===== config.mk =====
export PLATFORM = sky130hd
export DESIGN_NAME = two_class_fifo_oldest_first_top
export DESIGN_NICKNAME = d
export VERILOG_FILES = /design/src/rtl/tcfifo_pkg.sv /design/src/rtl/two_class_fifo_oldest_first_top.sv /design/src/rtl/tcfifo_ram.sv /design/src/rtl/tcfifo_lane.sv
export VERILOG_INCLUDE_DIRS = /design/src /design/src/rtl
export SDC_FILE = /design/constraint.sdc
export NUM_CORES = 1
export LEC_CHECK = 0
export BUFFER_PORTS_ARGS = -buffer_cell sky130_fd_sc_hd__buf_4
export CORE_MARGIN = 1.5
export CORE_UTILIZATION = 45
export DETAILED_ROUTE_END_ITERATION = 7
export SLEW_MARGIN = 30
export SYNTH_ARGS = -nofsm -noshare
export SYNTH_HDL_FRONTEND = slang
export SYNTH_SLANG_ARGS = --single-unit

===== constraint.sdc =====
create_clock -name clock -period 6.3 [get_ports clock]
set_input_delay 0.63 -clock clock [delete_from_list [all_inputs] [get_ports clock]]
set_output_delay 0.63 -clock clock [all_outputs]
set_load 0.05 [all_outputs]

===== src/rtl/assert_macros.svh =====
// assertion macros for the two-class fifo block
// no dependencies; included by files that carry concurrent checks
`ifndef ASSERT_MACROS_SVH
`define ASSERT_MACROS_SVH
`ifndef SYNTH
// property must hold at every clock edge outside reset
`define ASSERT_CLK(lbl, clk, rst, prop) \
   lbl: assert property (@(posedge clk) disable iff (rst) (prop)) \
      else $error("assertion failed");
// condition must never be true outside reset
`define ASSERT_NEVER(lbl, clk, rst, cond) \
   lbl: assert property (@(posedge clk) disable iff (rst) !(cond)) \
      else $error("forbidden condition seen");
`else
`define ASSERT_CLK(lbl, clk, rst, prop)
`define ASSERT_NEVER(lbl, clk, rst, cond)
`endif
`endif


===== src/rtl/tcfifo_pkg.sv =====
// shared types, constants and helpers for the two-class fifo block
// no dependencies
`timescale 1ns / 1ps
package tcfifo_pkg;

   localparam int QUEUE_DEPTH = 16;
   localparam int ID_BITS     = 16;
   localparam int STAMP_BITS  = 16;

   // fixed widths of the request and response id fields
   localparam int FIELD_ID_BITS = 16;

   localparam int PTR_BITS   = $clog2(QUEUE_DEPTH);
   localparam int CNT_BITS   = $clog2(QUEUE_DEPTH + 1);
   localparam int ENTRY_BITS = STAMP_BITS + ID_BITS;

   localparam logic MODE_ENQ = 1'b0;
   localparam logic MODE_DEQ = 1'b1;

   typedef enum logic [1:0] {
      KIND_DOG = 2'd0,
      KIND_CAT = 2'd1,
      KIND_ANY = 2'd2
   } kind_type;

   typedef enum logic [1:0] {
      STATUS_OK      = 2'd0,
      STATUS_EMPTY   = 2'd1,
      STATUS_FULL    = 2'd2,
      STATUS_INVALID = 2'd3
   } status_type;

   typedef enum logic {
      ST_IDLE = 1'b0,
      ST_EXEC = 1'b1
   } state_type;

   typedef struct packed {
      logic push;
      logic pop;
   } lane_ctl_type;

   typedef struct packed {
      logic [PTR_BITS-1:0] head;
      logic [PTR_BITS-1:0] tail;
      logic [CNT_BITS-1:0] count;
      logic                empty;
      logic                full;
   } lane_stat_type;

   // request id field to stored id
   function automatic logic [ID_BITS-1:0] id_to_store(input logic [FIELD_ID_BITS-1:0] v);
      logic [31:0] w;
      w = 32'(v);
      return w[ID_BITS-1:0];
   endfunction

   // stored id to response id field
   function automatic logic [FIELD_ID_BITS-1:0] id_to_field(input logic [ID_BITS-1:0] v);
      logic [31:0] w;
      w = 32'(v);
      return w[FIELD_ID_BITS-1:0];
   endfunction

   function automatic logic [PTR_BITS-1:0] ptr_next(input logic [PTR_BITS-1:0] p);
      return (p == PTR_BITS'(QUEUE_DEPTH - 1)) ? '0 : p + PTR_BITS'(1);
   endfunction

endpackage


===== src/rtl/two_class_fifo_oldest_first_top.sv =====
// top level of the two-class fifo with oldest-first dequeue
// depends on tcfifo_pkg, tcfifo_ram, tcfifo_lane and assert_macros.svh
//
//   channel | ports                                   | direction
//   --------+-----------------------------------------+----------
//   request | req_valid req_stall req_mode req_kind   | in
//           | req_item_id                             |
//   result  | rsp_valid rsp_stall rsp_status          | out
//           | rsp_out_id rsp_out_kind                 |
//
// each word passes an accept step and an exec step: the accept step reads both
// queue heads from the entry memories into their read registers, the exec step
// decides, moves pointers, writes an enqueued entry and loads the result register
// reset clears pointers, counts and the stamp counter; the entry memories
// are not cleared, reads are guarded by the fill counts
// a stalled result waits in the output register while the next word is
// accepted; exec then holds until the output register frees up
`timescale 1ns / 1ps
`include "assert_macros.svh"
module two_class_fifo_oldest_first_top
   import tcfifo_pkg::*;
(
   input  logic                     clock,
   input  logic                     reset,
   input  logic                     req_valid,
   output logic                     req_stall,
   input  logic                     req_mode,
   input  logic [1:0]               req_kind,
   input  logic [FIELD_ID_BITS-1:0] req_item_id,
   output logic                     rsp_valid,
   input  logic                     rsp_stall,
   output logic [1:0]               rsp_status,
   output logic [FIELD_ID_BITS-1:0] rsp_out_id,
   output logic                     rsp_out_kind
);

   // engine state
   state_type state_ff, state_in;
   logic      accept;
   logic      rsp_free;
   logic      exec_done;

   // captured request
   logic               mode_ff;
   logic [1:0]         kind_ff;
   logic [ID_BITS-1:0] id_ff;

   // global arrival stamp
   logic [STAMP_BITS-1:0] arrival_ff, arrival_in;

   // lanes and memories
   lane_ctl_type  dog_ctl, cat_ctl;
   lane_stat_type dog_stat, cat_stat;
   logic [ENTRY_BITS-1:0] dog_rd, cat_rd;
   logic [ENTRY_BITS-1:0] wr_entry;

   // decision
   logic                  dog_push, cat_push, dog_pop, cat_pop;
   logic                  take_cat;
   logic                  kind_ok;
   status_type            dec_status;
   logic [STAMP_BITS-1:0] stamp_diff;
   logic [ID_BITS-1:0]    pick_id;

   // result register
   logic                     rsp_valid_ff, rsp_valid_in;
   logic [1:0]               rsp_status_ff;
   logic [FIELD_ID_BITS-1:0] rsp_out_id_ff;
   logic                     rsp_out_kind_ff;

   // ---------------------------------------------------------------- fsm
   always_comb begin
      state_in = state_ff;
      case (state_ff)
         ST_IDLE: begin
            if (req_valid) begin
               state_in = ST_EXEC;
            end
         end
         ST_EXEC: begin
            if (rsp_free) begin
               state_in = ST_IDLE;
            end
         end
         default: state_in = ST_IDLE;
      endcase
   end

   always_comb begin
      req_stall = 1'b1;
      exec_done = 1'b0;
      case (state_ff)
         ST_IDLE: req_stall = 1'b0;
         ST_EXEC: exec_done = rsp_free;
         default: req_stall = 1'b1;
      endcase
   end

   assign accept   = req_valid && !req_stall;
   assign rsp_free = !rsp_valid_ff || !rsp_stall;

   always_ff @(posedge clock) begin
      if (reset) begin
         state_ff <= ST_IDLE;
      end else begin
         state_ff <= state_in;
      end
   end

   // capture the request; payload needs no reset
   always_ff @(posedge clock) begin
      if (accept) begin
         mode_ff <= req_mode;
         kind_ff <= req_kind;
         id_ff   <= id_to_store(req_item_id);
      end
   end

   // ---------------------------------------------------------------- storage
   tcfifo_lane u_dog_lane (
      .clock (clock),
      .reset (reset),
      .ctl   (dog_ctl),
      .stat  (dog_stat)
   );

   tcfifo_lane u_cat_lane (
      .clock (clock),
      .reset (reset),
      .ctl   (cat_ctl),
      .stat  (cat_stat)
   );

   // entry layout is {stamp, id}
   assign wr_entry = {arrival_ff, id_ff};

   // heads are read on accept; pointers only move in exec, so the read
   // never races the previous word's write
   tcfifo_ram #(
      .WIDTH (ENTRY_BITS),
      .DEPTH (QUEUE_DEPTH)
   ) u_dog_ram (
      .clock   (clock),
      .wr_en   (dog_ctl.push),
      .wr_addr (dog_stat.tail),
      .wr_data (wr_entry),
      .rd_en   (accept),
      .rd_addr (dog_stat.head),
      .rd_data (dog_rd)
   );

   tcfifo_ram #(
      .WIDTH (ENTRY_BITS),
      .DEPTH (QUEUE_DEPTH)
   ) u_cat_ram (
      .clock   (clock),
      .wr_en   (cat_ctl.push),
      .wr_addr (cat_stat.tail),
      .wr_data (wr_entry),
      .rd_en   (accept),
      .rd_addr (cat_stat.head),
      .rd_data (cat_rd)
   );

   // ---------------------------------------------------------------- decision
   // wrap-aware age: dog head is older or equal when cat minus dog stays
   // below half the stamp range
   assign stamp_diff = cat_rd[ENTRY_BITS-1:ID_BITS] - dog_rd[ENTRY_BITS-1:ID_BITS];

   always_comb begin
      dog_push   = 1'b0;
      cat_push   = 1'b0;
      dog_pop    = 1'b0;
      cat_pop    = 1'b0;
      take_cat   = 1'b0;
      kind_ok    = 1'b1;
      dec_status = STATUS_OK;
      if (mode_ff == MODE_ENQ) begin
         case (kind_ff)
            KIND_DOG: begin
               if (dog_stat.full) begin
                  dec_status = STATUS_FULL;
               end else begin
                  dog_push = 1'b1;
               end
            end
            KIND_CAT: begin
               if (cat_stat.full) begin
                  dec_status = STATUS_FULL;
               end else begin
                  cat_push = 1'b1;
               end
            end
            default: dec_status = STATUS_INVALID;
         endcase
      end else begin
         case (kind_ff)
            KIND_DOG: take_cat = 1'b0;
            KIND_CAT: take_cat = 1'b1;
            KIND_ANY: begin
               if (!dog_stat.empty && !cat_stat.empty) begin
                  take_cat = stamp_diff[STAMP_BITS-1];
               end else begin
                  take_cat = dog_stat.empty;
               end
            end
            default: kind_ok = 1'b0;
         endcase
         if (!kind_ok) begin
            dec_status = STATUS_INVALID;
         end else if (take_cat) begin
            if (cat_stat.empty) begin
               dec_status = STATUS_EMPTY;
            end else begin
               cat_pop = 1'b1;
            end
         end else begin
            if (dog_stat.empty) begin
               dec_status = STATUS_EMPTY;
            end else begin
               dog_pop = 1'b1;
            end
         end
      end
   end

   assign pick_id = cat_pop ? cat_rd[ID_BITS-1:0] : dog_rd[ID_BITS-1:0];

   // state only moves when the word retires into the result register
   assign dog_ctl.push = dog_push && exec_done;
   assign dog_ctl.pop  = dog_pop  && exec_done;
   assign cat_ctl.push = cat_push && exec_done;
   assign cat_ctl.pop  = cat_pop  && exec_done;

   // stamp advances only on a taken enqueue
   always_comb begin
      arrival_in = arrival_ff;
      if (dog_ctl.push || cat_ctl.push) begin
         arrival_in = arrival_ff + STAMP_BITS'(1);
      end
   end

   always_ff @(posedge clock) begin
      if (reset) begin
         arrival_ff <= '0;
      end else begin
         arrival_ff <= arrival_in;
      end
   end

   // ---------------------------------------------------------------- result
   always_comb begin
      rsp_valid_in = rsp_valid_ff;
      if (exec_done) begin
         rsp_valid_in = 1'b1;
      end else if (!rsp_stall) begin
         rsp_valid_in = 1'b0;
      end
   end

   always_ff @(posedge clock) begin
      if (reset) begin
         rsp_valid_ff <= 1'b0;
      end else begin
         rsp_valid_ff <= rsp_valid_in;
      end
   end

   always_ff @(posedge clock) begin
      if (exec_done) begin
         rsp_status_ff   <= dec_status;
         rsp_out_id_ff   <= (dog_pop || cat_pop) ? id_to_field(pick_id) : '0;
         rsp_out_kind_ff <= cat_pop;
      end
   end

   assign rsp_valid    = rsp_valid_ff;
   assign rsp_status   = rsp_status_ff;
   assign rsp_out_id   = rsp_out_id_ff;
   assign rsp_out_kind = rsp_out_kind_ff;

   // ---------------------------------------------------------------- checks
   `ASSERT_CLK(a_accept_to_exec, clock, reset, accept |=> (state_ff == ST_EXEC))
   `ASSERT_CLK(a_done_gives_rsp, clock, reset, exec_done |=> rsp_valid_ff)
   `ASSERT_CLK(a_one_lane_op, clock, reset, $onehot0({dog_ctl, cat_ctl}))
   `ASSERT_NEVER(a_no_dog_push_full, clock, reset, dog_ctl.push && dog_stat.full)
   `ASSERT_NEVER(a_no_cat_push_full, clock, reset, cat_ctl.push && cat_stat.full)

endmodule


===== src/rtl/tcfifo_ram.sv =====
// generic single-port-write, single-port-read synchronous ram
// read data registered; no dependencies
`timescale 1ns / 1ps
module tcfifo_ram #(
   parameter int WIDTH = 32,
   parameter int DEPTH = 16
) (
   input  logic                     clock,
   input  logic                     wr_en,
   input  logic [$clog2(DEPTH)-1:0] wr_addr,
   input  logic [WIDTH-1:0]         wr_data,
   input  logic                     rd_en,
   input  logic [$clog2(DEPTH)-1:0] rd_addr,
   output logic [WIDTH-1:0]         rd_data
);

   logic [WIDTH-1:0] mem [DEPTH];
   logic [WIDTH-1:0] rd_data_ff;

   always_ff @(posedge clock) begin
      if (wr_en) begin
         mem[wr_addr] <= wr_data;
      end
   end

   always_ff @(posedge clock) begin
      if (rd_en) begin
         rd_data_ff <= mem[rd_addr];
      end
   end

   assign rd_data = rd_data_ff;

endmodule


===== src/rtl/tcfifo_lane.sv =====
// head, tail and fill count of one class queue
// depends on tcfifo_pkg
`timescale 1ns / 1ps
module tcfifo_lane
   import tcfifo_pkg::*;
(
   input  logic          clock,
   input  logic          reset,
   input  lane_ctl_type  ctl,
   output lane_stat_type stat
);

   logic [PTR_BITS-1:0] head_ff, head_in;
   logic [PTR_BITS-1:0] tail_ff, tail_in;
   logic [CNT_BITS-1:0] count_ff, count_in;

   always_comb begin
      head_in  = head_ff;
      tail_in  = tail_ff;
      count_in = count_ff;
      if (ctl.push) begin
         tail_in  = ptr_next(tail_ff);
         count_in = count_ff + CNT_BITS'(1);
      end else if (ctl.pop) begin
         head_in  = ptr_next(head_ff);
         count_in = count_ff - CNT_BITS'(1);
      end
   end

   always_ff @(posedge clock) begin
      if (reset) begin
         head_ff  <= '0;
         tail_ff  <= '0;
         count_ff <= '0;
      end else begin
         head_ff  <= head_in;
         tail_ff  <= tail_in;
         count_ff <= count_in;
      end
   end

   assign stat.head  = head_ff;
   assign stat.tail  = tail_ff;
   assign stat.count = count_ff;
   assign stat.empty = (count_ff == '0);
   assign stat.full  = (count_ff == CNT_BITS'(QUEUE_DEPTH));

endmodule


; ---- Word-level counts from Yosys, hierarchy flattened
; Memory sizes are Yosys's and may differ from the RTL's. A register that Yosys moved wholly into a read port is not among the register bits.
; Cells that the tools add are included.
; W data, S select, Z words.
[word_totals]
elab_cells = 107
ram_bits = 1024
ff_bits = 82
memories = 2
input_bits = 23
output_inout_bits = 21
[mem_list]
columns = name, words, word_bits, read_ports, rd_clocked_by_memory_dff, write_ports, line_no
row1 = u_cat_ram.mem, 16, 32, 1, 1, 1, tcfifo_ram.sv:17  ; logic [WIDTH-1:0] mem [DEPTH];
row2 = u_dog_ram.mem, 16, 32, 1, 1, 1, tcfifo_ram.sv:17
[classes]
muxes = 47
bitwise = 3
reduce_logical = 21
n_addsub = 10
eq_ne = 9
[op_table]
columns = operator, count
row1 = $mux W1, 30
row2 = $mux W5, 4
row3 = $add A16 B1 Y16 const B, 1
row4 = $add A4 B1 Y4 const B, 4
row5 = $eq A4 B4 Y1 const B, 4
row6 = $mux W16, 1
row7 = $mux W4, 4
row8 = $sub A16 B16 Y16, 1
row9 = $add A5 B1 Y5 const B, 2
row10 = $eq A5 B5 Y1 const B, 2
row11 = $logic_not A5 Y1, 2
row12 = $mux W2, 5
row13 = $sub A5 B1 Y5 const B, 2
row14 = $logic_and A1 B1 Y1, 6
row15 = $logic_not A1 Y1, 4
row16 = $pmux W1 S2, 2
row17 = $pmux W2 S2, 1
row18 = $reduce_and A2 Y1, 2
row19 = $reduce_bool A2 Y1, 2
row20 = $logic_or A1 B1 Y1, 3
row21 = $not A1 Y1, 3
row22 = $reduce_or A3 Y1, 1
row23 = $eq A2 B1 Y1 const B, 1
row24 = $eq A2 B2 Y1 const B, 1
row25 = 2 further kinds, 2

; ---- Logic depth before layout (Yosys ltp)
; Gate-level depths: netlist of the first run.
[logic_depth]
word_depth = 12
ltp_mapped = 12
mapped_depth_nobuf = 11

; ---- Modules after synthesis
; Synthesis of the first run repeated with hierarchy kept, for this count alone.
[unflattened]
hier_cells = 2079
hier_area_um2 = 44567.7
[by_module_without_submodules]
columns = mod, instances, area_each_um2, cells_each, seq_area_each_um2
row1 = tcfifo_ram at u_dog_ram, 1, 20174.3, 838, 16335.7
row2 = tcfifo_ram at u_cat_ram, 1, 20155.6, 838, 16335.7
row3 = two_class_fifo_oldest_first_top, 1, 2849.0, 245, 1501.4
row4 = tcfifo_lane, 2, 694.4, 79, 260.2

; ---- Least setup slack after synthesis of the first run
; Ideal clock, no wire load.
[synth_path]
kind = input -> register
from = input req_valid
to = register id_ff[0] (enable)
slack_ns = 1.511
setup_time_ns = 0.533
stages = 1
arrival_ns = 4.256
n_path_buf = 0
required_ns = 5.767
cell_sequence = nor2b_1
[synth_via]
elab_chain_len = 1
[synth_rtl]
columns = item, line_no
row1 = from (decl), two_class_fifo_oldest_first_top.sv:25  ; input logic req_valid,
row2 = $logic_and A1 B1 Y1, two_class_fifo_oldest_first_top.sv:99  ; assign accept = req_valid && !req_stall;
row3 = to (signal assigned), two_class_fifo_oldest_first_top.sv:115  ; id_ff <= id_to_store(req_item_id);
row4 = to (decl), two_class_fifo_oldest_first_top.sv:46  ; logic [ID_BITS-1:0] id_ff;
; No other way between the ends.
; A chain may end at the register's enable or synchronous reset.

; ---- Worst setup path after layout of the first run
[layout_path]
from = register state_ff
to = memory u_dog_ram.mem[3][3] (enable)
[layout_via]
elab_chain_len = 4
[layout_rtl]
columns = item, line_no
row1 = from (decl), two_class_fifo_oldest_first_top.sv:38  ; state_type state_ff, state_in;
row2 = from (signal assigned), two_class_fifo_oldest_first_top.sv:106  ; state_ff <= state_in;
row3 = $mux W1, two_class_fifo_oldest_first_top.sv:92  ; case (state_ff)
row4 = $logic_and A1 B1 Y1, two_class_fifo_oldest_first_top.sv:230  ; assign dog_ctl.push = dog_push && exec_done;
row5 = $mux W1, tcfifo_ram.sv:21  ; if (wr_en) begin
row6 = $mux W1 (not written as such), tcfifo_ram.sv:22  ; mem[wr_addr] <= wr_data;
row7 = to (decl), tcfifo_ram.sv:17
; No other way between the ends.

==> results of run 1 <==
-- registers in the layout (all words and copies together) (netlist names) --
| register | flops |
|---|---|
| state_ff | 1 |
| u_cat_ram.rd_data | 32 |
| rsp_valid | 1 |
| arrival_ff | 16 |
| u_cat_lane.count_ff | 5 |
| id_ff | 16 |
| rsp_out_id | 16 |
| u_dog_ram.rd_data | 32 |
| mode_ff | 1 |
| u_dog_lane.tail_ff | 4 |
| u_dog_ram.mem | 512 |
| u_cat_ram.mem | 512 |
| u_cat_lane.head_ff | 4 |
| u_dog_lane.count_ff | 5 |
| kind_ff | 2 |
| u_cat_lane.tail_ff | 4 |
| rsp_status | 2 |
| u_dog_lane.head_ff | 4 |
| rsp_out_kind | 1 |
-- cell type report --
class                   count  share of cell area
multi-input cells         660              0.1908
flip-flops and latches   1170              0.6775
repair buffers            122             0.02295
clock buffers             134             0.05962
inverters                  30            0.002246
clock inverters            89             0.01543
well taps                1287             0.03142
-- synthesized netlist by cell type (3+ instances only) --
cell type | instances | area [sq um]
nand2_1 | 31 | 116.4
inv_2 | 3 | 11.26
edfxtp_1 | 1126 | 33810
dfxtp_1 | 44 | 880.8
mux4_2 | 320 | 7207
clkbuf_1 | 58 | 217.7
nor2_1 | 74 | 277.8
o21ai_1 | 3 | 15.01
a211oi_1 | 6 | 45.04
a31oi_1 | 6 | 37.54
nor2b_1 | 7 | 43.79
and3_1 | 3 | 18.77
xnor2_1 | 8 | 70.07
a2111oi_2 | 3 | 45.04
mux2i_1 | 18 | 180.2
buf_1 | 13 | 48.80
buf_2 | 17 | 85.08
ha_1 | 35 | 437.9
nand3_1 | 13 | 65.06
mux2_1 | 5 | 56.30
nand2b_1 | 10 | 62.56
or3_1 | 3 | 18.77
nor4_1 | 3 | 18.77
a311oi_1 | 3 | 26.28
o21ai_0 | 8 | 40.04
a21o_1 | 4 | 30.03
nand4_1 | 8 | 50.05
nor3_1 | 19 | 95.09
a21oi_1 | 26 | 130.1
xor2_1 | 17 | 148.9
inv_1 | 25 | 93.84
-- cells by family after synthesis --
group,after synthesis,share of synthesized area
buffers and inverters,121,0.01127
and+or+nand+nor,179,0.01899
DFF,1170,0.7754
xor gates and xnor gates,25,0.004894
adders and majority gates,37,0.01068
AOI/OAI and AO/OA,74,0.01169
muxes,345,0.1671
-- worst paths after layout --
check                                      start  slack, ns                             endpoint
max                          state_ff$_SDFF_PP0_       2.94        u_dog_ram.mem[3][3]$_DFFE_PP_
min                               req_item_id[8]       0.11                   id_ff[8]$_DFFE_PP_
max reg2reg                  state_ff$_SDFF_PP0_       2.94        u_dog_ram.mem[3][3]$_DFFE_PP_
min reg2reg  u_cat_lane.count_ff[2]$_SDFFE_PP0P_       0.50  u_cat_lane.count_ff[2]$_SDFFE_PP0P_
-- metal layers --
metal  wire length, um  share of wire  up-vias  GRT usage
met3              5375          0.055      119    0.02913
met5                 0              0        -          0
li1                  -              -     8523          -
met2             47980           0.49      643     0.3157
met1             42070           0.43    10900     0.2807
met4              1638          0.017        0    0.04891
-- power groups by stage --
stage | Sequential (mW) | Combinational (mW) | Clock [mW]
global route | 8.57 | 0.301 | 7.34
global placement | 8.76 | 0.240 | 0
detailed placement | 8.74 | 0.272 | 0
finish | 8.57 | 0.278 | 6.91
floorplan | 8.77 | 0.121 | 0
CTS | 8.58 | 0.274 | 7.04
==> results.json, run 1 <==
{
  "sequentialPowerShare": 0.544,
  "die_area_sq_um": 101300,
  "cts_root_buf": "clkbuf_16",
  "dp_cells": 3265,
  "start_util": 0.4546,
  "irDropWorstVdd_mv": 0.2545,
  "pre_cts_slack_ns": 2.657,
  "antenna_found_initial": 1,
  "dr.first_iter.drc_count": 2057,
  "status": "finished, final reports clean",
  "place_area_sq_um": 47320,
  "synth_area_sq_um": 44740,
  "core_area_sq_um": 98420,
  "async_reset_ff_frac": 0,
  "die_w_um": 318.3,
  "cts_max_path_buffers": 3,
  "yosysSeqAreaShare": 0.7754,
  "syn-mean-instance-area_sq_um": 22.93,
  "io_pins": 44,
  "ys_warn_count": 0,
  "finalCritPeriodShare": 0.5327,
  "slew_viol_final": 0,
  "grt_pass1_vias": 20900,
  "critPathSlowestCell": "nor3_2",
  "drv_cap": 0,
  "skew_ns": 0.03183,
  "place.gp.congestion": 0.8088,
  "rows": 115,
  "crit_chain": "a21bo_2 -> a2111oi_2 -> buf_4 -> nand2_1 -> nor3_2 -> buf_4",
  "dr_total_vias": 20180,
  "multi_input_area_sq_um": 9781,
  "drt_wl_total_mm": 97.07,
  "ys_ff_latch": 1170,
  "drc": 0,
  "fin_area_sq_um": 51250,
  "synth_nets": 2011,
  "worstPathMaxFanout": 23,
  "ff_latch_area_sq_um": 34720,
  "final_cell_mix": "edfxtp_1, mux4_2, clkbuf_16",
  "p_leak_nw": 15.99,
  "cts_hold_buf": 0,
  "internal-power_mw": 12.62,
  "cts_tree": "yes",
  "via_per_inst": 5.780,
  "cp_top_family": "simple AND/OR/NAND/NOR gates",
  "hp-class": "input pin to flip-flop",
  "worst_slack_ns": 2.944,
  "dp_hpwl_mm": 56.64,
  "final_util": 0.5207,
  "grt.overflow.total": 0,
  "fin_crit_ns": 3.356,
  "synthCells": 1951,
  "nets": 2162,
  "grt_first_pass_wirelength_mm": 144.3,
  "slowest_delay_ns": 0.75,
  "areaGrowthSynthToFinish_pct": 14.54,
  "arrival_ns": 3.70,
  "swShare": 0.1989,
  "post-cts-setup-buffer-count": 0,
  "die_h_um": 318.3,
  "fin_cells": 3492,
  "firstDrtPassIters": 6,
  "crit_buf_inv": 2,
  "path_common_cell": "buf_4",
  "fillCellCount": 7574,
  "tightestPinTransition_ns": 0.9236,
  "combPwrFrac": 0.018,
  "n_antenna_cell": 0,
  "port_buffers": 43,
  "wl_per_cell_um": 27.80,
  "finalSetupViolations": 0,
  "r2r_cells": 6,
  "cts_sinks": 1170,
  "clk_pin_slew_ns": 0.06,
  "track_usage": 0.1951,
  "hold_depth": 1,
  "worstSetupPathType": "flip-flop to flip-flop",
  "synth_edf_count": 1126,
  "fmax_mhz": 297.9,
  "h-tree-depth": 3,
  "drive_gt1_frac": 0.3075,
  "power_frac_clock": 0.438,
  "p_switching_mw": 3.135,
  "critPathCaptureType": "flip-flop",
  "clkLatencyLatePin_ns": 0.70,
  "worst_hold_slack_ns": 0.1101,
  "setup-tns-final_ns": 0,
  "path_depth": 6,
  "ys.flop_type": "edfxtp_1",
  "worst_setup_path_start_kind": "flip-flop",
  "synth.distinct_cells": 58,
  "final_common_cell": "edfxtp_1",
  "cts_buffers": 118,
  "cts_resized": 0,
  "maxSlewHeadroom": 0.3843,
  "hold_viol": 0,
  "antenna_left": 0,
  "power.total_mw": 15.76,
  "rsz0062_at_grt": "false",
  "grt_max_degree": 79,
  "powerDensity_nw_per_um2": 307.5,
  "cp.required_ns": 6.65
}
Note: power is estimated with default switching activity, not from simulation.
==> inputs of run 2 (changes only) <==
==> constraint.sdc (replaced) <==
create_clock -name clock -period 2.9 [get_ports clock]
set_input_delay 0.29 -clock clock [delete_from_list [all_inputs] [get_ports clock]]
set_output_delay 0.29 -clock clock [all_outputs]
set_load 0.05 [all_outputs]
==> results.json, run 2 (synthesis results as in run 1) <==
{
  "grt_pass1_vias": 21470,
  "place_area_sq_um": 48260,
  "place.gp.congestion": 0.7745,
  "dr.first_iter.drc_count": 2117,
  "drt_wl_total_mm": 99.85,
  "finalSetupViolations": 0,
  "arrival_ns": 3.18,
  "cts_root_buf": "clkbuf_16",
  "drive_gt1_frac": 0.3194,
  "grt_max_degree": 67,
  "start_util": 0.4546,
  "reg.largest.list": "u_cat_ram.mem: 512 flops, u_dog_ram.mem: 512 flops",
  "fmax_mhz": 367.3,
  "via_per_inst": 5.766,
  "cp.required_ns": 3.35,
  "die_area_sq_um": 101300,
  "hold_viol": 0,
  "areaGrowthSynthToFinish_pct": 17.13,
  "cp_top_family": "compound AO/OA/AOI/OAI gates",
  "status": "finished, final reports clean",
  "cts_tree": "yes",
  "powerDensity_nw_per_um2": 642.5,
  "h-tree-depth": 3,
  "fin_cells": 3563,
  "hp-class": "input pin to flip-flop",
  "worstSetupPathType": "flip-flop to flip-flop",
  "skew_ns": 0.06103,
  "track_usage": 0.1985,
  "die_w_um": 318.3,
  "rsz0062_at_grt": "false",
  "tightestPinTransition_ns": 0.7667,
  "slowest_delay_ns": 0.36,
  "core_area_sq_um": 98420,
  "fin_area_sq_um": 52410,
  "antenna_found_initial": 2,
  "clk_pin_slew_ns": 0.06,
  "dr_total_vias": 20550,
  "maxSlewHeadroom": 0.4846,
  "dp_hpwl_mm": 56.53,
  "port_buffers": 43,
  "power.total_mw": 33.67,
  "worst_slack_ns": 0.1776,
  "drv_cap": 0,
  "drc": 0,
  "critPathCaptureType": "flip-flop",
  "grt.overflow.total": 0,
  "irDropWorstVdd_mv": 0.4691,
  "worst_setup_path_start_kind": "flip-flop",
  "antenna_left": 0,
  "cts_sinks": 1170,
  "cts_max_path_buffers": 3,
  "p_leak_nw": 16.51,
  "setup-tns-final_ns": 0,
  "clkLatencyLatePin_ns": 0.71,
  "fin_crit_ns": 2.722,
  "rows": 115,
  "pre_cts_slack_ns": 0.08300,
  "n_antenna_cell": 0,
  "wl_per_cell_um": 28.02,
  "die_h_um": 318.3,
  "crit_buf_inv": 4,
  "grt_first_pass_wirelength_mm": 146.5,
  "cts_buffers": 117,
  "io_pins": 44,
  "final_common_cell": "edfxtp_1",
  "finalCritPeriodShare": 0.9388,
  "crit_chain": "inv_1 -> ha_1 -> nand4_1 -> a31oi_1 -> a2111oi_4 -> buf_4 -> o21a_2 -> o211a_4 -> buf_12 -> clkbuf_16 -> mux2i_1 -> nor2_1",
  "final_cell_mix": "edfxtp_1, mux4_2, clkbuf_16",
  "critPathSlowestCell": "a2111oi_4",
  "worstPathMaxFanout": 7,
  "slew_viol_final": 0,
  "firstDrtPassIters": 5,
  "nets": 2238,
  "dp_cells": 3311,
  "fillCellCount": 7543
}
run 2: report_power, final:
part	leakage, nW	switching, mW	internal (mW)
logic	3.81	0.394	0.260
clock network	1.80	6.25	8.13
registers	10.9	0.118	18.5
run 2: per-stage QoR:
step | util | hold WS [ns]
2_1_floorplan | - | 0.3889
3_3_place_gp | 0.4894 | 0.4687
3_5_place_dp | 0.4903 | 0.4693
4_1_cts | 0.5299 | 0.04434
5_1_grt | 0.5325 | 0.09298
6_report | 0.5325 | 0.07945
run 2: repair_timing:
action | CTS | global route
endpoints found under the setup margin | 0 | 23
endpoints found under the hold margin | 21 | 0
resized for setup | 0 | 7
hold buffers | 21 | 0
buffers inserted | 0 | 3
run 2: path summary, 6_finish.rpt:
kind,startpoint,end,slack (ns),depth (start not counted)
worst max-delay path,u_dog_ram.rd_data[30]$_DFFE_PP_,rsp_out_id[14]$_SDFFCE_PN0P_,0.18,12
worst min-delay path,reset,arrival_ff[12]$_SDFFE_PP0P_,0.08,2
worst max register to register,u_dog_ram.rd_data[30]$_DFFE_PP_,rsp_out_id[14]$_SDFFCE_PN0P_,0.18,12
worst min register to register,u_cat_lane.count_ff[2]$_SDFFE_PP0P_,u_cat_lane.count_ff[2]$_SDFFE_PP0P_,0.50,2
run 2: final cells by class:
| class | count | area (sq um) | area share |
|---|---|---|---|
| flip-flops and latches | 1170 | 34720 | 0.6624 |
| multi-input cells | 660 | 9877 | 0.1885 |
| clock buffers | 140 | 3057 | 0.05832 |
| repair buffers | 199 | 2410 | 0.04598 |
| well taps | 1287 | 1610 | 0.03072 |
| clock inverters | 77 | 624.3 | 0.01191 |
| inverters | 30 | 115.1 | 0.002196 |
run 2: worst reg2reg max path: cells and delay by family, from the launching register on:
family / cells / cell delay [ns]
AND/OR/NAND/NOR: 2 / 0.19
flip-flops: 1 / 0.34
multiplexers: 1 / 0.18
AO/OA/AOI/OAI: 4 / 0.87
buffers and inverters: 4 / 0.54
adder cells (fa/ha/maj): 1 / 0.36
run 2: per-layer routing:
metal  track usage  vias up  part of all wire
met5             0        -                 0
met4       0.05401        0             0.023
met3       0.02989      143             0.057
met2        0.3181      634              0.49
met1        0.2864    11070              0.43
li1              -     8695                 -
==> inputs of run 3 (changes only) <==
==> constraint.sdc (replaced) <==
create_clock -name clock -period 2.6 [get_ports clock]
set_input_delay 0.26 -clock clock [delete_from_list [all_inputs] [get_ports clock]]
set_output_delay 0.26 -clock clock [all_outputs]
set_load 0.05 [all_outputs]
==> results.json, run 3 (synthesis results as in run 1) <==
{
  "hold_depth": 2,
  "violations": "negative setup slack",
  "worstSetupPathType": "flip-flop to flip-flop",
  "final_common_cell": "edfxtp_1",
  "drive_gt1_frac": 0.3537,
  "clkLatencyLatePin_ns": 0.70,
  "place.gp.congestion": 0.7953,
  "port_buffers": 43,
  "rrSetupSlack_ns": -0.05,
  "finalSetupViolations": 2,
  "dr.first_iter.drc_count": 1740,
  "hold_viol": 0,
  "fmax_mhz": 378.0,
  "cts_root_buf": "clkbuf_16",
  "final_cell_mix": "edfxtp_1, mux4_2, buf_4",
  "finalCritPeriodShare": 1.018,
  "wl_per_cell_um": 27.99,
  "via_per_inst": 5.758,
  "areaGrowthSynthToFinish_pct": 19.57,
  "min_to": "arrival_ff[0]$_SDFFE_PP0P_",
  "multi_input_area_sq_um": 10140,
  "cts_max_path_buffers": 3,
  "maxSlewHeadroom": 0.5213,
  "grt_first_pass_wirelength_mm": 147.5,
  "cts_buffers": 116,
  "ff_latch_area_sq_um": 34720,
  "irDropWorstVdd_mv": 0.6759,
  "status": "finished, violations left",
  "skew_ns": 0.05041,
  "dp_hpwl_mm": 58.16,
  "rows": 115,
  "drt_wl_total_mm": 101.0,
  "h-tree-depth": 3,
  "r2r_end": "u_cat_lane.count_ff[4]$_SDFFE_PP0P_",
  "fin_crit_ns": 2.646,
  "place_area_sq_um": 48680,
  "fillCellCount": 7438,
  "tightestPinTransition_ns": 0.7171,
  "r2r_start": "kind_ff[1]$_DFFE_PP_",
  "min_from": "reset",
  "dp_cells": 3340,
  "reg.largest.list": "u_cat_ram.mem: 512 flops, u_dog_ram.mem: 512 flops",
  "die_h_um": 318.3,
  "die_area_sq_um": 101300,
  "slew_viol_final": 0,
  "hp-class": "input pin to flip-flop",
  "die_w_um": 318.3,
  "worst_slack_ns": -0.04566,
  "io_pins": 44,
  "fin_area_sq_um": 53500,
  "cts_sinks": 1170,
  "arrival_ns": 3.16,
  "critPathCaptureType": "flip-flop",
  "drc": 0,
  "antenna_found_initial": 0,
  "worstPathMaxFanout": 4,
  "track_usage": 0.2011,
  "clk_pin_slew_ns": 0.07,
  "antenna_left": 0,
  "p_leak_nw": 16.96,
  "n_antenna_cell": 0,
  "grt_max_degree": 53,
  "worst_setup_path_start_kind": "flip-flop",
  "drv_cap": 0,
  "firstDrtPassIters": 7,
  "fin_cells": 3608,
  "rsz0062_at_grt": "true",
  "cts_tree": "yes",
  "nets": 2280,
  "dr_total_vias": 20780,
  "powerDensity_nw_per_um2": 731.3,
  "grt_pass1_vias": 21510,
  "core_area_sq_um": 98420,
  "start_util": 0.4546,
  "grt.overflow.total": 0,
  "r2r_cells": 11,
  "cp.required_ns": 3.12
}
==> run 3: changes by cell type in the layout (fill, tap and decap cells not counted), moves of 7 or more <==
cell,previous run,this run
buf_4,103,134
bufinv_16,7,22
buf_12,58,70
clkinv_1,34,25
clkinv_2,28,19
nand2_1,31,23
ha_1,35,28
ha_4,0,7
==> run 3: stage by stage <==
stage / utilization / TNS (ns) / total power [mW] / setup slack (ns) / hold slack [ns]
2_1_floorplan: - / -51.86 / 21.54 / -0.4171 / 0.3589
3_3_place_gp: 0.4947 / 0 / 21.85 / 0.03102 / 0.4384
3_5_place_dp: 0.4947 / -0.07642 / 21.87 / -0.07261 / 0.4394
4_1_cts: 0.5381 / -0.004727 / 39.39 / -0.004727 / 0.03188
5_1_grt: 0.5436 / -0.3902 / 40.24 / -0.1413 / 0.09039
6_report: 0.5436 / -0.05511 / 39.13 / -0.04566 / 0.08235
==> run 3: cell type report <==
| type | instances | area share |
|---|---|---|
| clock buffers | 138 | 0.05599 |
| clock inverters | 81 | 0.01974 |
| inverters | 30 | 0.002245 |
| multi-input cells | 660 | 0.1895 |
| flip-flops and latches | 1170 | 0.6489 |
| well taps | 1287 | 0.03010 |
| repair buffers | 242 | 0.05353 |
==> run 3: timing repair <==
action / 4_1_cts / 5_1_grt
hold buffers: 21 / 0
resized for setup: 1 / 42
setup buffers: 2 / 13
pin swaps: 2 / 17
endpoints found under the hold margin: 21 / 0
cloned: 0 / 1
endpoints found under the setup margin: 9 / 79
==> run 3: where the power goes <==
| group | total, mW | leakage (nW) | internal (mW) | switching, mW |
|---|---|---|---|---|
| Clock | 17.6 | 1.96 | 10.4 | 7.10 |
| Sequential | 20.8 | 10.9 | 20.7 | 0.122 |
| Combinational | 0.797 | 4.10 | 0.326 | 0.472 |
==> run 3: how the worst max path moves through the flow <==
stage                                     from                                  end  slack, ns  depth (start not counted)
2_1_floorplan              state_ff$_SDFF_PP0_                   id_ff[0]$_DFFE_PP_      -0.42                          1
3_3_place_gp   u_dog_ram.rd_data[26]$_DFFE_PP_         rsp_out_id[10]$_SDFFCE_PN0P_       0.03                         10
3_5_place_dp                         rsp_stall  u_cat_lane.count_ff[4]$_SDFFE_PP0P_      -0.07                         10
4_1_cts                   kind_ff[1]$_DFFE_PP_  u_cat_lane.count_ff[4]$_SDFFE_PP0P_     -0.005                         11
5_1_grt                   kind_ff[1]$_DFFE_PP_  u_cat_lane.count_ff[4]$_SDFFE_PP0P_      -0.14                         11
6_report                  kind_ff[1]$_DFFE_PP_  u_cat_lane.count_ff[4]$_SDFFE_PP0P_      -0.05                         11
==> run 3: critical path, stage by stage (launching register included) <==
cell and delay, ns:
edfxtp_1 0.42, inv_2 0.10, ha_4 0.15, inv_4 0.04, a2111oi_4 0.34, inv_2 0.12, fa_2 0.38, a21o_1 0.18
a21oi_2 0.21, or3b_1 0.38, o221ai_2 0.08, a211oi_2 0.09
==> run 3: layer usage <==
layer / track usage / part of all wire / vias to the layer above / routed length [um]
met2: 0.3289 / 0.50 / 599 / 50100
met4: 0.04519 / 0.019 / 0 / 1913
li1: - / - / 8780 / -
met5: 0 / 0 / - / 0
met1: 0.2873 / 0.43 / 11270 / 43510
met3: 0.03161 / 0.054 / 132 / 5481
